[config.mk]
export PLATFORM = sky130hd
export DESIGN_NAME = linked_pool_entry_allocator
export DESIGN_NICKNAME = d
export VERILOG_FILES = /design/src/rtl/lpa_pkg.sv /design/src/rtl/lpa_link_mem.sv /design/src/rtl/lpa_ctrl.sv /design/src/rtl/linked_pool_entry_allocator.sv
export SDC_FILE = /design/constraint.sdc
export NUM_CORES = 1
export LEC_CHECK = 0
export BUFFER_PORTS_ARGS = -buffer_cell sky130_fd_sc_hd__buf_2
export CORE_MARGIN = 2
export CORE_UTILIZATION = 31
export CTS_BUF_LIST = sky130_fd_sc_hd__clkbuf_4 sky130_fd_sc_hd__clkbuf_8 sky130_fd_sc_hd__clkbuf_16
export DETAILED_ROUTE_END_ITERATION = 16
export PLACE_DENSITY = 0.59
export SETUP_SLACK_MARGIN = 0.4
export SYNTH_ARGS = -nofsm -noshare
export SYNTH_HDL_FRONTEND = slang
export SYNTH_SLANG_ARGS = --single-unit
[constraint.sdc]
create_clock -name clk -period 2.9 [get_ports clk]
set_input_delay 0.29 -clock clk [delete_from_list [all_inputs] [get_ports clk]]
set_output_delay 0.29 -clock clk [all_outputs]
set_load 0.05 [all_outputs]
[src/rtl/lpa_pkg.sv]
`timescale 1ns / 1ps
// ----------------------------------------------------------------------------
// lpa_pkg
// shared types and codes of the linked pool entry allocator
// ----------------------------------------------------------------------------
package lpa_pkg;

  localparam int MODE_W = 2;
  localparam int NUM_W  = 5;
  localparam int STAT_W = 2;

  // request codes
  typedef enum logic [MODE_W-1:0] {
    MODE_ALLOC   = 2'd0,
    MODE_RELEASE = 2'd1,
    MODE_LIST    = 2'd2,
    MODE_UNUSED  = 2'd3
  } mode_t;

  // result status codes
  typedef enum logic [STAT_W-1:0] {
    ST_OK         = 2'd0,
    ST_EXHAUSTED  = 2'd1,
    ST_NOT_ACTIVE = 2'd2,
    ST_EMPTY      = 2'd3
  } status_t;

  // sequencer states
  typedef enum logic [2:0] {
    S_IDLE,
    S_ALLOC,
    S_REL_WALK,
    S_REL_UNLINK,
    S_REL_FREE,
    S_LIST,
    S_EMIT
  } fsm_state_t;

  // one result word handed to the output register
  typedef struct packed {
    logic [NUM_W-1:0] num;
    status_t          status;
    logic             last;
  } res_word_t;

endpackage

[src/rtl/lpa_link_mem.sv]
`timescale 1ns / 1ps
// ----------------------------------------------------------------------------
// lpa_link_mem
// link store: one write port, one registered read port, per-entry valid bits
// ----------------------------------------------------------------------------
module lpa_link_mem #(
  parameter int POOL_SIZE = 32
) (
  input  logic                             clk,
  input  logic                             rst_n,
  input  logic                             rd_en,
  input  logic [$clog2(POOL_SIZE)-1:0]     rd_addr,
  output logic [$clog2(POOL_SIZE+1)-1:0]   rd_data,
  input  logic                             wr_en,
  input  logic [$clog2(POOL_SIZE)-1:0]     wr_addr,
  input  logic [$clog2(POOL_SIZE+1)-1:0]   wr_data
);

  localparam int IDX_W = $clog2(POOL_SIZE);
  localparam int LNK_W = $clog2(POOL_SIZE + 1);

  logic [LNK_W-1:0]     mem [POOL_SIZE];
  logic [POOL_SIZE-1:0] valid_r;
  logic [LNK_W-1:0]     rd_q_r;
  logic                 rd_vld_r;
  logic [IDX_W-1:0]     rd_addr_r;

  always_ff @(posedge clk) begin
    if (wr_en) begin
      mem[wr_addr] <= wr_data;
    end
  end

  // read data holds while no read is issued
  always_ff @(posedge clk) begin
    if (rd_en) begin
      rd_q_r    <= mem[rd_addr];
      rd_addr_r <= rd_addr;
    end
  end

  always_ff @(posedge clk) begin
    if (!rst_n) begin
      valid_r  <= '0;
      rd_vld_r <= 1'b0;
    end else begin
      if (wr_en) begin
        valid_r[wr_addr] <= 1'b1;
      end
      if (rd_en) begin
        rd_vld_r <= valid_r[rd_addr];
      end
    end
  end

  // unwritten entry reads as its reset link, i+1 (last entry gives none)
  assign rd_data = rd_vld_r ? rd_q_r : (LNK_W'(rd_addr_r) + LNK_W'(1));

endmodule

[src/rtl/lpa_ctrl.sv]
`timescale 1ns / 1ps
// ----------------------------------------------------------------------------
// lpa_ctrl
// request sequencer: list heads, list walks and link store updates
// ----------------------------------------------------------------------------
module lpa_ctrl #(
  parameter int POOL_SIZE = 32
) (
  input  logic                             clk,
  input  logic                             rst_n,
  input  logic                             in_valid,
  output logic                             in_stall,
  input  logic [lpa_pkg::MODE_W-1:0]       in_mode,
  input  logic [lpa_pkg::NUM_W-1:0]        in_entry_number,
  output logic                             rd_en,
  output logic [$clog2(POOL_SIZE)-1:0]     rd_addr,
  input  logic [$clog2(POOL_SIZE+1)-1:0]   rd_data,
  output logic                             wr_en,
  output logic [$clog2(POOL_SIZE)-1:0]     wr_addr,
  output logic [$clog2(POOL_SIZE+1)-1:0]   wr_data,
  output logic                             res_push,
  output lpa_pkg::res_word_t               res,
  input  logic                             res_ready
);

  import lpa_pkg::*;

  localparam int IDX_W = $clog2(POOL_SIZE);
  localparam int LNK_W = $clog2(POOL_SIZE + 1);
  localparam int CMP_W = (IDX_W > NUM_W) ? IDX_W : NUM_W;
  localparam logic [LNK_W-1:0] NONE = LNK_W'(POOL_SIZE);

  fsm_state_t       state_r, state_nxt;
  logic [LNK_W-1:0] free_head_r, free_head_nxt;
  logic [LNK_W-1:0] active_head_r, active_head_nxt;
  logic [IDX_W-1:0] cur_r, cur_nxt;
  logic [LNK_W-1:0] prev_r, prev_nxt;
  logic [NUM_W-1:0] want_r, want_nxt;
  logic [LNK_W-1:0] steps_r, steps_nxt;
  logic [LNK_W-1:0] link_r, link_nxt;
  res_word_t        res_r, res_nxt;

  logic             free_empty;
  logic             active_empty;
  logic             rd_is_none;
  logic             steps_end;
  logic             hit;

  assign free_empty   = (free_head_r >= NONE);
  assign active_empty = (active_head_r >= NONE);
  assign rd_is_none   = (rd_data >= NONE);
  assign steps_end    = ((steps_r + LNK_W'(1)) >= NONE);
  assign hit          = (CMP_W'(cur_r) == CMP_W'(want_r));

  // next state
  always_comb begin
    state_nxt = state_r;
    case (state_r)
      S_IDLE: begin
        if (in_valid) begin
          case (mode_t'(in_mode))
            MODE_ALLOC:   state_nxt = free_empty ? S_EMIT : S_ALLOC;
            MODE_RELEASE: state_nxt = active_empty ? S_EMIT : S_REL_WALK;
            MODE_LIST:    state_nxt = active_empty ? S_EMIT : S_LIST;
            default:      state_nxt = S_IDLE;
          endcase
        end
      end
      S_ALLOC:      state_nxt = S_EMIT;
      S_REL_WALK: begin
        if (hit) begin
          state_nxt = S_REL_UNLINK;
        end else if (rd_is_none || steps_end) begin
          state_nxt = S_EMIT;
        end
      end
      S_REL_UNLINK: state_nxt = S_REL_FREE;
      S_REL_FREE:   state_nxt = S_EMIT;
      S_LIST: begin
        if (res_ready && (rd_is_none || steps_end)) begin
          state_nxt = S_IDLE;
        end
      end
      S_EMIT: begin
        if (res_ready) begin
          state_nxt = S_IDLE;
        end
      end
      default:      state_nxt = S_IDLE;
    endcase
  end

  // datapath and outputs
  always_comb begin
    free_head_nxt   = free_head_r;
    active_head_nxt = active_head_r;
    cur_nxt         = cur_r;
    prev_nxt        = prev_r;
    want_nxt        = want_r;
    steps_nxt       = steps_r;
    link_nxt        = link_r;
    res_nxt         = res_r;
    in_stall        = 1'b1;
    rd_en           = 1'b0;
    rd_addr         = cur_r;
    wr_en           = 1'b0;
    wr_addr         = cur_r;
    wr_data         = free_head_r;
    res_push        = 1'b0;
    res             = res_r;
    case (state_r)
      S_IDLE: begin
        in_stall  = 1'b0;
        steps_nxt = '0;
        prev_nxt  = NONE;
        want_nxt  = in_entry_number;
        if (in_valid) begin
          case (mode_t'(in_mode))
            MODE_ALLOC: begin
              res_nxt = '{num: '0, status: ST_EXHAUSTED, last: 1'b1};
              rd_en   = !free_empty;
              rd_addr = free_head_r[IDX_W-1:0];
              cur_nxt = free_head_r[IDX_W-1:0];
            end
            MODE_RELEASE: begin
              res_nxt = '{num: '0, status: ST_NOT_ACTIVE, last: 1'b1};
              rd_en   = !active_empty;
              rd_addr = active_head_r[IDX_W-1:0];
              cur_nxt = active_head_r[IDX_W-1:0];
            end
            MODE_LIST: begin
              res_nxt = '{num: '0, status: ST_EMPTY, last: 1'b1};
              rd_en   = !active_empty;
              rd_addr = active_head_r[IDX_W-1:0];
              cur_nxt = active_head_r[IDX_W-1:0];
            end
            default: begin
              res_nxt = res_r;
            end
          endcase
        end
      end
      S_ALLOC: begin
        // rd_data is the successor of the popped free entry
        wr_en           = 1'b1;
        wr_addr         = cur_r;
        wr_data         = active_head_r;
        free_head_nxt   = rd_data;
        active_head_nxt = LNK_W'(cur_r);
        res_nxt         = '{num: NUM_W'(cur_r), status: ST_OK, last: 1'b1};
      end
      S_REL_WALK: begin
        if (hit) begin
          link_nxt = rd_data;
        end else if (rd_is_none || steps_end) begin
          res_nxt = '{num: '0, status: ST_NOT_ACTIVE, last: 1'b1};
        end else begin
          rd_en     = 1'b1;
          rd_addr   = rd_data[IDX_W-1:0];
          prev_nxt  = LNK_W'(cur_r);
          cur_nxt   = rd_data[IDX_W-1:0];
          steps_nxt = steps_r + LNK_W'(1);
        end
      end
      S_REL_UNLINK: begin
        if (prev_r >= NONE) begin
          active_head_nxt = link_r;
        end else begin
          wr_en   = 1'b1;
          wr_addr = prev_r[IDX_W-1:0];
          wr_data = link_r;
        end
      end
      S_REL_FREE: begin
        wr_en         = 1'b1;
        wr_addr       = cur_r;
        wr_data       = free_head_r;
        free_head_nxt = LNK_W'(cur_r);
        res_nxt       = '{num: NUM_W'(cur_r), status: ST_OK, last: 1'b1};
      end
      S_LIST: begin
        res_push = res_ready;
        res      = '{num: NUM_W'(cur_r), status: ST_OK, last: rd_is_none || steps_end};
        if (res_ready && !(rd_is_none || steps_end)) begin
          rd_en     = 1'b1;
          rd_addr   = rd_data[IDX_W-1:0];
          cur_nxt   = rd_data[IDX_W-1:0];
          steps_nxt = steps_r + LNK_W'(1);
        end
      end
      S_EMIT: begin
        res_push = res_ready;
      end
      default: begin
        in_stall = 1'b1;
      end
    endcase
  end

  always_ff @(posedge clk) begin
    if (!rst_n) begin
      state_r       <= S_IDLE;
      free_head_r   <= '0;
      active_head_r <= NONE;
    end else begin
      state_r       <= state_nxt;
      free_head_r   <= free_head_nxt;
      active_head_r <= active_head_nxt;
    end
  end

  always_ff @(posedge clk) begin
    cur_r   <= cur_nxt;
    prev_r  <= prev_nxt;
    want_r  <= want_nxt;
    steps_r <= steps_nxt;
    link_r  <= link_nxt;
    res_r   <= res_nxt;
  end

endmodule

[src/rtl/linked_pool_entry_allocator.sv]
`timescale 1ns / 1ps
// ----------------------------------------------------------------------------
// linked_pool_entry_allocator
// free list / active list entry allocator over one shared link store
// ----------------------------------------------------------------------------
//  channel | dir | handshake          | word
//  in_     | in  | in_valid/in_stall  | mode, entry_number
//  out_    | out | out_valid/out_stall| entry_number_res, status, last
//
//  allocate pops the free head onto the active list; release walks the active list,
//  then unlinks the entry and pushes it on the free list; list walks the active list
//  and gives one result word per active entry, through the registered link store read
//  reset is synchronous; the link store needs no clearing pass, as per-entry
//  valid bits make an unwritten entry read as its reset link
//  a new word is taken while a finished result still sits in the output register
//  a stalled output only holds up the sequencer when it has another result ready
// ----------------------------------------------------------------------------
module linked_pool_entry_allocator #(
  parameter int POOL_SIZE = 32
) (
  input  logic                          clk,
  input  logic                          rst_n,
  input  logic                          in_valid,
  output logic                          in_stall,
  input  logic [lpa_pkg::MODE_W-1:0]    in_mode,
  input  logic [lpa_pkg::NUM_W-1:0]     in_entry_number,
  output logic                          out_valid,
  input  logic                          out_stall,
  output logic [lpa_pkg::NUM_W-1:0]     out_entry_number_res,
  output logic [lpa_pkg::STAT_W-1:0]    out_status,
  output logic                          out_last
);

  import lpa_pkg::*;

  localparam int IDX_W = $clog2(POOL_SIZE);
  localparam int LNK_W = $clog2(POOL_SIZE + 1);

  // link store port
  logic             rd_en;
  logic [IDX_W-1:0] rd_addr;
  logic [LNK_W-1:0] rd_data;
  logic             wr_en;
  logic [IDX_W-1:0] wr_addr;
  logic [LNK_W-1:0] wr_data;

  // sequencer to output register
  logic             res_push;
  res_word_t        res;
  logic             res_ready;

  // output register
  logic             out_valid_r, out_valid_nxt;
  res_word_t        out_word_r, out_word_nxt;

  lpa_link_mem #(
    .POOL_SIZE (POOL_SIZE)
  ) u_mem (
    .clk     (clk),
    .rst_n   (rst_n),
    .rd_en   (rd_en),
    .rd_addr (rd_addr),
    .rd_data (rd_data),
    .wr_en   (wr_en),
    .wr_addr (wr_addr),
    .wr_data (wr_data)
  );

  lpa_ctrl #(
    .POOL_SIZE (POOL_SIZE)
  ) u_ctrl (
    .clk             (clk),
    .rst_n           (rst_n),
    .in_valid        (in_valid),
    .in_stall        (in_stall),
    .in_mode         (in_mode),
    .in_entry_number (in_entry_number),
    .rd_en           (rd_en),
    .rd_addr         (rd_addr),
    .rd_data         (rd_data),
    .wr_en           (wr_en),
    .wr_addr         (wr_addr),
    .wr_data         (wr_data),
    .res_push        (res_push),
    .res             (res),
    .res_ready       (res_ready)
  );

  // register is free when empty or being drained this cycle
  assign res_ready = !out_valid_r || !out_stall;

  always_comb begin
    out_word_nxt  = out_word_r;
    out_valid_nxt = out_valid_r && out_stall;
    if (res_push) begin
      out_word_nxt  = res;
      out_valid_nxt = 1'b1;
    end
  end

  always_ff @(posedge clk) begin
    if (!rst_n) begin
      out_valid_r <= 1'b0;
    end else begin
      out_valid_r <= out_valid_nxt;
    end
  end

  always_ff @(posedge clk) begin
    out_word_r <= out_word_nxt;
  end

  assign out_valid            = out_valid_r;
  assign out_entry_number_res = out_word_r.num;
  assign out_status           = out_word_r.status;
  assign out_last             = out_word_r.last;

endmodule

==> Flow_metrics.wiki, run 1 <==
{| class="wikitable"
! Metric !! Value
|-
| Setup clock skew after layout || 0.0145 ns
|-
| Floorplan die height || 206 um
|-
| Nets in the synthesized netlist || 928
|-
| Final weighted congestion of routability-driven global placement || ~0.83
|-
| Initial standard-cell utilization of the core || 0.312
|-
| Number of maximum-capacitance violations || 0
|-
| Total routing usage reported by global routing || 0.149
|-
| Mean cell area of the mapped netlist || 13.9 um2
|-
| Total detailed-routing wirelength || 31.3 mm
|-
| Half-perimeter wire length after placement || 20.6 mm
|-
| Global-route wire length before repair || 48.3 mm
|-
| Proportion of synthesized chip area in sequential cells || 0.657
|-
| R2r endpoint || u_mem.rd_q_r[1]
|-
| Count of input and output buffers || 20
|-
| DP Worst Slack || -0.317 ns
|-
| Seq cells post-synth || 295
|-
| Yosys warns || 0
|-
| Endpoint of the worst setup timing path || u_mem.rd_q_r[1]
|-
| Post-synthesis cell area || 0.0127 mm2
|-
| Area of the die || 0.0425 mm2
|-
| TritonCTS clock tree || built
|-
| Clock latency at the later pin of the worst-skew pair || roughly 0.58 ns
|-
| Final setup violating endpoints || 7
|-
| Number of sinks handled by clock tree synthesis || 295
|-
| Power Density || around 980 mW/mm2
|-
| Net count, final || between 1000 and 1500
|-
| Asr flop ratio synth || 0
|-
| Final TNS setup || -1.65 ns
|-
| Internal reg-to-reg setup slack || -0.28 ns
|-
| Buffers from clock root to sink, at most || 3
|-
| Critical Path Sink Type || flop
|-
| Maximum level of the CTS H-tree || 1
|-
| Final cell area excluding filler cells || 0.0164 mm2
|-
| Violation count after the first detailed-route iteration || 481
|-
| Maximum resistive drop on vdd || about 0.49 mV
|-
| CP startpoint || u_mem.rd_addr_r[2]
|-
| Number of global-route vias before repair || between 8000 and 9000
|-
| Relative slew margins || 0.490
|-
| Maximum operating frequency || 314 MHz
|-
| Number of flops mapped to enable cells by yosys || 241
|-
| Final hold slack || 0.173 ns
|-
| Area after DPL || 0.0144 mm2
|-
| Final Worst Setup Slack || -0.284 ns
|-
| Distinct cells, synth || 65
|-
| Fraction of final layout cells with drive strength greater than 1 || 0.325
|-
| Path depth of the worst reg2reg path || 12
|-
| Pins Over Slew Limit || 0
|-
| Largest net degree at the start of global routing || 38
|-
| Routed Antenna Nets || 0
|-
| Number of cells produced by synthesis || 911
|-
| Clock root buffer || sky130_fd_sc_hd__clkbuf_16
|-
| Violated checks || negative setup slack
|-
| Post-route fraction of the period consumed by the critical path || 1.10
|-
| Overall via count from detail_route || roughly 8000
|-
| Worst Max-Slew Pin Slew || 0.765 ns
|-
| Minimum clock period || 3.18 ns
|-
| Startpoint type of the worst setup path || flop
|-
| Diodes inserted || 0
|-
| Most used routing layer in global routing || met2
|-
| Initial antenna violation count || 0
|-
| RSZ-0062 raised after global routing || yes
|-
| Area of the core region || 0.0406 mm2
|-
| Met3 Use GR || 0.0208
|-
| Chip width || 206 um
|-
| Post-DR vias/cell || 4.86
|-
| Standard-cell rows || 74
|-
| Worst EP required || 3.23 ns
|-
| Number of CTS-inserted buffers || 31
|-
| Relative area change from synthesis to final layout || 29.5%
|-
| Largest fanout on the critical path || 13
|-
| Worst-path clk slew || 0.06 ns
|-
| Type of the worst setup path || flop to flop
|-
| DRC violations left || 0
|-
| Run status || complete, but fails checks
|-
| Origin of the critical flop-to-flop path || u_mem.rd_addr_r[2]
|-
| Path class of the lowest-slack min-delay path || primary input to flop
|-
| Met2 track utilization from global routing || 0.244
|-
| Global Route met1 Usage || 0.205
|-
| Number of search-and-repair iterations in the first detailed-routing pass || 6
|-
| Global-route congestion overflow total || 0
|-
| Number of placed I/O pins || 21
|-
| Static leakage power || 0.00595 uW
|-
| Most used flip-flop cell after synthesis || sky130_fd_sc_hd__edfxtp_1
|-
| Final Hold Viols || 0
|-
| Crit path DAT || 3.52 ns
|-
| Average wire length per cell after detail routing || 19.1 um
|}
==> cell usage in the layout, fill, tap and decap left out, types with 6 or more instances in the layout <==
cell type / n
sky130_fd_sc_hd__a21oi_1: 30
sky130_fd_sc_hd__a21oi_2: 9
sky130_fd_sc_hd__a22oi_1: 6
sky130_fd_sc_hd__and2_1: 8
sky130_fd_sc_hd__buf_12: 11
sky130_fd_sc_hd__buf_2: 20
sky130_fd_sc_hd__buf_4: 132
sky130_fd_sc_hd__buf_6: 11
sky130_fd_sc_hd__bufinv_16: 7
sky130_fd_sc_hd__clkbuf_16: 31
sky130_fd_sc_hd__clkinv_2: 6
sky130_fd_sc_hd__dfxtp_1: 51
sky130_fd_sc_hd__edfxtp_1: 241
sky130_fd_sc_hd__ha_1: 6
sky130_fd_sc_hd__inv_1: 16
sky130_fd_sc_hd__mux2i_1: 122
sky130_fd_sc_hd__mux2i_2: 26
sky130_fd_sc_hd__mux4_2: 12
sky130_fd_sc_hd__nand2_1: 70
sky130_fd_sc_hd__nand2_2: 8
sky130_fd_sc_hd__nand3_1: 16
sky130_fd_sc_hd__nor2_1: 45
sky130_fd_sc_hd__nor2_2: 7
sky130_fd_sc_hd__nor2_4: 16
sky130_fd_sc_hd__nor2b_1: 8
sky130_fd_sc_hd__o211a_1: 6
sky130_fd_sc_hd__o21a_1: 32
sky130_fd_sc_hd__o21ai_0: 14
sky130_fd_sc_hd__o22ai_1: 11
sky130_fd_sc_hd__xor2_1: 9
==> layout make-up <==
type / instances / area (um2)
flip-flops and latches: 295 / 8320
well taps: 532 / 666
clock buffers: 39 / 867
clock inverters: 19 / 299
inverters: 21 / 104
fillers: 3760 / 24100
repair buffers: 184 / 1630
multi-input cells: 548 / 4530
==> through the flow <==
step | power (uW) | util | std cells
2_1_floorplan | 8740 | - | 911
3_3_place_gp | 10800 | 0.356 | 1550
3_5_place_dp | 10800 | 0.356 | 1550
4_1_cts | 16000 | 0.397 | 1626
5_1_grt | 16800 | 0.405 | 1638
6_report | 16100 | 0.405 | 1638
==> state kept, by name, indices dropped and copies added (netlist names), 2 cells and up <==
| signal | cells |
|---|---|
| u_ctrl.want_r | 5 |
| out_status | 2 |
| u_ctrl.res_r | 7 |
| u_mem.valid_r | 32 |
| u_ctrl.state_r | 3 |
| u_ctrl.prev_r | 6 |
| u_mem.rd_addr_r | 5 |
| u_ctrl.link_r | 6 |
| u_mem.mem | 192 |
| u_ctrl.active_head_r | 6 |
| u_ctrl.free_head_r | 6 |
| u_mem.rd_q_r | 6 |
| u_ctrl.steps_r | 6 |
| out_entry_number_res | 5 |
| u_ctrl.cur_r | 5 |
==> power by group <==
group / leakage [uW] / switching, uW / total [uW] / internal (uW)
Sequential: 0.00270 / 204 / 5350 / 5140
Clock: 0.000569 / 1680 / 4420 / 2750
Combinational: 0.00269 / 3320 / 6370 / 3050
Total: 0.00595 / 5200 / 16100 / 10900
==> critical path, stage by stage (launching register included) <==
cell and delay, ns:
sky130_fd_sc_hd__edfxtp_1 0.40, sky130_fd_sc_hd__and4_1 0.22, sky130_fd_sc_hd__a22o_4 0.26, sky130_fd_sc_hd__or3_4 0.34, sky130_fd_sc_hd__a211oi_2 0.20, sky130_fd_sc_hd__and2_4 0.23, sky130_fd_sc_hd__inv_12 0.08, sky130_fd_sc_hd__buf_16 0.17
sky130_fd_sc_hd__mux2i_4 0.18, sky130_fd_sc_hd__mux2i_1 0.15, sky130_fd_sc_hd__mux4_2 0.54, sky130_fd_sc_hd__nand2_2 0.09, sky130_fd_sc_hd__nand2_1 0.06
==> what timing repair did <==
item                                    CTS  global route
pin swaps                                12            13
gates cloned                              4             0
endpoints found under the setup margin  147           228
hold buffers                              5             0
resized for setup                        68            54
setup buffers                             9            12
hold endpoints to repair                  5             0
==> metal layers <==
| layer | part of all wire | vias to the layer above |
|---|---|---|
| li1 | - | 3786 |
| met1 | 0.45 | 3931 |
| met2 | 0.48 | 198 |
| met3 | 0.045 | 52 |
| met4 | 0.025 | 0 |
| met5 | 0 | - |
==> worst min-delay path by stage <==
stage | depth (start not counted) | start | to
floorplan | 0 | in_entry_number[0] | u_ctrl.want_r[0]
global placement | 1 | u_mem.valid_r[26] | u_mem.valid_r[26]
detailed placement | 1 | u_mem.valid_r[26] | u_mem.valid_r[26]
CTS | 3 | out_stall | out_valid
global route | 3 | out_stall | out_valid
finish | 3 | out_stall | out_valid
==> Yosys cell counts, types with 2 or more instances <==
cell	n	area (um2)
sky130_fd_sc_hd__buf_6	8	90.1
sky130_fd_sc_hd__and3_1	3	18.8
sky130_fd_sc_hd__nor2b_1	9	56.3
sky130_fd_sc_hd__buf_1	2	7.51
sky130_fd_sc_hd__a221oi_1	9	78.8
sky130_fd_sc_hd__o211a_1	6	60.1
sky130_fd_sc_hd__nand3_1	18	90.1
sky130_fd_sc_hd__nand3b_1	3	22.5
sky130_fd_sc_hd__and2_1	8	50.1
sky130_fd_sc_hd__a32oi_1	2	17.5
sky130_fd_sc_hd__buf_2	15	75.1
sky130_fd_sc_hd__a22oi_1	6	45.0
sky130_fd_sc_hd__a21oi_1	41	205
sky130_fd_sc_hd__nor3_1	7	35.0
sky130_fd_sc_hd__xnor2_1	2	17.5
sky130_fd_sc_hd__mux4_2	12	270
sky130_fd_sc_hd__o221ai_1	2	17.5
sky130_fd_sc_hd__nand2_1	82	308
sky130_fd_sc_hd__o22ai_1	11	68.8
sky130_fd_sc_hd__nand2b_1	5	31.3
sky130_fd_sc_hd__dfxtp_1	54	1080
sky130_fd_sc_hd__o21a_1	33	248
sky130_fd_sc_hd__a31oi_1	3	18.8
sky130_fd_sc_hd__edfxtp_1	241	7240
sky130_fd_sc_hd__mux2_2	3	33.8
sky130_fd_sc_hd__xor2_1	9	78.8
sky130_fd_sc_hd__a221o_1	3	30.0
sky130_fd_sc_hd__inv_2	4	15.0
sky130_fd_sc_hd__inv_1	16	60.1
sky130_fd_sc_hd__o21ai_0	17	85.1
sky130_fd_sc_hd__mux2i_1	151	1510
sky130_fd_sc_hd__nor2_1	67	251
sky130_fd_sc_hd__a211oi_1	2	15.0
sky130_fd_sc_hd__a21boi_0	2	15.0
sky130_fd_sc_hd__clkbuf_1	19	71.3
sky130_fd_sc_hd__clkbuf_4	2	15.0
sky130_fd_sc_hd__ha_1	6	75.1
==> kinds of logic (layout without fill, tap and decap cells) <==
group	Yosys count	after routing	synth area share
AOI/OAI and AO/OA	151	151	0.0827
xor gates and xnor gates	11	11	0.00760
adders and majority gates	6	6	0.00593
buffers and inverters	68	263	0.0273
DFF	295	295	0.657
muxes	166	166	0.143
and+or+nand+nor	214	214	0.0767
Power figures use the tool's default switching activity.
==> inputs of run 2 (changes only) <==
--- a/config.mk
+++ b/config.mk
@@ -9,6 +9,6 @@
 export CORE_MARGIN = 2
-export CORE_UTILIZATION = 31
+export CORE_UTILIZATION = 45
 export CTS_BUF_LIST = sky130_fd_sc_hd__clkbuf_4 sky130_fd_sc_hd__clkbuf_8 sky130_fd_sc_hd__clkbuf_16
 export DETAILED_ROUTE_END_ITERATION = 16
-export PLACE_DENSITY = 0.59
+export PLACE_DENSITY = 0.75
 export SETUP_SLACK_MARGIN = 0.4
==> constraint.sdc (replaced) <==
create_clock -name clk -period 2.9 [get_ports clk]
set_input_delay 0.58 -clock clk [delete_from_list [all_inputs] [get_ports clk]]
set_output_delay 0.58 -clock clk [all_outputs]
set_load 0.05 [all_outputs]
==> run 2 against run 1 <==
Compared with the run above: the run still ends with negative setup slack left; wire length down 0.90%; critical endpoint is now u_mem.rd_q_r[0]; flip-flop and latch count unchanged; clock-buffer cell count grew 9; combinational power is 2% lower; fmax is 1.2% lower; sequential power about the same; critical path type unchanged; sequential share of layout area up 1.2 points; highest routed layer unchanged; global-route usage up 6.3 points; critical path depth up 2; cell count fell by 10%; setup slack lost 0.038 ns; clock power fell by 5.2%.
==> Flow_metrics.wiki, run 2 (same netlist as run 1, synthesis figures left out) <==
{| class="wikitable"
! Metric !! Value
|-
| Slowest stage cell on the critical path || sky130_fd_sc_hd__mux4_2
|-
| Most used cells in the layout excluding fill and tap cells || 241 x sky130_fd_sc_hd__edfxtp_1, 141 x sky130_fd_sc_hd__mux2i_1, 123 x sky130_fd_sc_hd__buf_4
|-
| Number of sinks handled by clock tree synthesis || 295
|-
| Post-route fraction of the period consumed by the critical path || 1.11
|-
| Initial standard-cell utilization of the core || 0.456
|-
| Average wire length per cell after detail routing || approximately 21 um
|-
| Number of placed I/O pins || 21
|-
| Global-route congestion overflow total || 0
|-
| Clock latency at the later pin of the worst-skew pair || 0.58 ns
|-
| Type of the worst setup path || flop to flop
|-
| Buffers from clock root to sink, at most || 3
|-
| Most common cell after layout, fill and taps aside || sky130_fd_sc_hd__edfxtp_1
|-
| Standard-cell rows || 61
|-
| Crit path DAT || 3.54 ns
|-
| Violated checks || negative setup slack
|-
| Critical Path Max Stage Delay || 0.51 ns
|-
| Fraction of final layout cells with drive strength greater than 1 || 0.319
|-
| Relative slew margins || 0.367
|-
| Initial antenna violation count || 0
|-
| Area of the core region || between 0.02 and 0.03 mm2
|-
| Largest register FFs || 192
|-
| Total detailed-routing wirelength || a little over 30 mm
|-
| Most frequent cell on the critical path || sky130_fd_sc_hd__mux2i_2
|-
| Net count, final || 1085
|-
| Largest net degree at the start of global routing || 42
|-
| Final setup violating endpoints || 7
|-
| TritonCTS clock tree || built
|-
| Total of hold buffers inserted after clock tree synthesis || 0
|-
| Overall via count from detail_route || approximately 8300
|-
| Largest fanout on the critical path || 8
|-
| Number of filler cells placed in the layout || 2099
|-
| Clock share of power || 0.265
|-
| Power Density || 984 mW/mm2
|-
| P_sw || 5120 uW
|-
| Violation count after the first detailed-route iteration || 879
|-
| Number of stages on the worst hold path || 1
|-
| Half-perimeter wire length after placement || 19.6 mm
|-
| Final weighted congestion of routability-driven global placement || 0.896
|-
| Final Hold Viols || 0
|-
| Stages on worst setup path || 14
|-
| DRC violations left || 0
|-
| Total routing usage reported by global routing || 0.212
|-
| Maximum level of the CTS H-tree || 1
|-
| Number of maximum-capacitance violations || 0
|-
| Startpoint type of the worst setup path || flop
|-
| Critical Path Sink Type || flop
|-
| Setup clock skew after layout || 0.0273 ns
|-
| Final Worst Setup Slack || -0.322 ns
|-
| Largest regs || u_mem.mem x192, u_mem.valid_r x32, u_ctrl.res_r x7
|-
| Global-route wire length before repair || 47.6 mm
|-
| Min-Delay Startpoint || in_entry_number[3]
|-
| Floorplan die height || about 170 um
|-
| Pwr Total || 15800 uW
|-
| Number of search-and-repair iterations in the first detailed-routing pass || 7
|-
| CP startpoint || u_mem.rd_addr_r[1]
|-
| Switching fraction of total power || 0.324
|-
| Relative area change from synthesis to final layout || 26.6%
|-
| Pins Over Slew Limit || 0
|-
| Clock root buffer || sky130_fd_sc_hd__clkbuf_16
|-
| Maximum resistive drop on vdd || around 0.53 mV
|-
| DP Worst Slack || -0.517 ns
|-
| Power share of the sequential group || 0.339
|-
| Minimum clock period || 3.22 ns
|-
| RSZ-0062 raised after global routing || yes
|-
| Chip width || between 150 and 200 um
|-
| Top Family by Delay on Critical Path || multiplexers
|-
| Number of CTS-inserted buffers || 30
|-
| Run status || complete, but fails checks
|-
| Path depth of the worst reg2reg path || 14
|-
| Static leakage power || 0.00585 uW
|-
| Origin of the critical flop-to-flop path || u_mem.rd_addr_r[1]
|-
| Worst Max-Slew Pin Slew || 0.950 ns
|-
| Internal portion of total power || 10700 uW
|-
| Diodes inserted || 0
|-
| Worst EP required || about 3.2 ns
|-
| Count of input and output buffers || 20
|-
| Worst Path Buf+Inv || 5
|-
| Worst-path clk slew || around 0.06 ns
|-
| Maximum operating frequency || between 300 and 400 MHz
|-
| Number of global-route vias before repair || about 8300
|-
| Combinational Power Share || 0.396
|-
| Routed Antenna Nets || 0
|-
| Final hold slack || slightly below 0.2 ns
|-
| Post-DR vias/cell || 5.62
|-
| Series of cell instances along the critical path || buf_4 > ha_1 > mux2i_2 > inv_1 > a32oi_1 > and2_4 > inv_8 > buf_12 > buf_16 > mux2i_2 > mux2i_2 > mux4_2 > nand2_2 > nand2_1
|-
| Path class of the lowest-slack min-delay path || primary input to flop
|-
| Final standard cell utilization of the core || 0.577
|-
| Most flop-heavy register || u_mem.mem
|-
| Area of the die || 0.0295 mm2
|}
[run 2: changes by cell type in the layout (fill, tap and decap cells not counted), sizes merged]
cell,previous run,this run
clkbuf,39,48
buf,178,171
dlygate4sd3,5,0
bufinv,7,3
clkinv,8,5
clkinvlp,4,1
inv,21,20
[run 2: layout make-up]
cell class                 instances  area (um2)  share of cell area
timing repair buffer             172        1530              0.0951
multi-input combinational        548        4490               0.280
clock buffer                      48         977              0.0609
tap                              378         473              0.0295
sequential                       295        8320               0.519
clock inverter                     8         141             0.00881
inverter                          21         111             0.00694
[run 2: metrics by stage]
| stage | setup TNS (ns) | instances | cell area [um2] |
|---|---|---|---|
| floorplan | 0 | 911 | 12800 |
| global placement | -4.38 | 1379 | 14100 |
| detailed placement | -4.36 | 1379 | 14100 |
| CTS | -1.45 | 1459 | 15800 |
| global route | -2.64 | 1470 | 16000 |
| finish | -1.87 | 1470 | 16000 |
[run 2: final timing paths]
path                            to  slack, ns
hold reg to reg   u_mem.valid_r[7]       0.46
setup reg to reg   u_mem.rd_q_r[0]      -0.32
hold / removal    u_ctrl.want_r[3]       0.20
setup / recovery   u_mem.rd_q_r[0]      -0.32
[run 2: worst reg2reg max path, cell delays in order (launching register included)]
cell and delay [ns]:
sky130_fd_sc_hd__edfxtp_1 0.42, sky130_fd_sc_hd__buf_4 0.16, sky130_fd_sc_hd__ha_1 0.28, sky130_fd_sc_hd__mux2i_2 0.21, sky130_fd_sc_hd__inv_1 0.11, sky130_fd_sc_hd__a32oi_1 0.22
sky130_fd_sc_hd__and2_4 0.22, sky130_fd_sc_hd__inv_8 0.06, sky130_fd_sc_hd__buf_12 0.15, sky130_fd_sc_hd__buf_16 0.16, sky130_fd_sc_hd__mux2i_2 0.20, sky130_fd_sc_hd__mux2i_2 0.12
sky130_fd_sc_hd__mux4_2 0.51, sky130_fd_sc_hd__nand2_2 0.09, sky130_fd_sc_hd__nand2_1 0.05
[run 2: routing by layer]
| metal | track usage | vias to the layer above | part of all wire |
|---|---|---|---|
| met1 | 0.280 | 4085 | 0.42 |
| met2 | 0.355 | 340 | 0.48 |
| met4 | 0.0753 | 0 | 0.036 |
| met5 | 0 | - | 0 |
| li1 | - | 3748 | - |
| met3 | 0.0352 | 83 | 0.065 |
[run 2: what timing repair did]
item | CTS | global route
resized for setup | 76 | 42
cloned | 4 | 1
pin swaps | 22 | 13
endpoints found under the setup margin | 172 | 186
buffers inserted | 20 | 10
[run 2: power groups by stage]
stage / clock [uW] / combinational (uW) / sequential (uW)
finish: 4190 / 6250 / 5350
global route: 4390 / 6600 / 5380
detailed placement: 0 / 5260 / 5420
CTS: 4220 / 6000 / 5340
floorplan: 0 / 3360 / 5380
global placement: 0 / 5190 / 5400
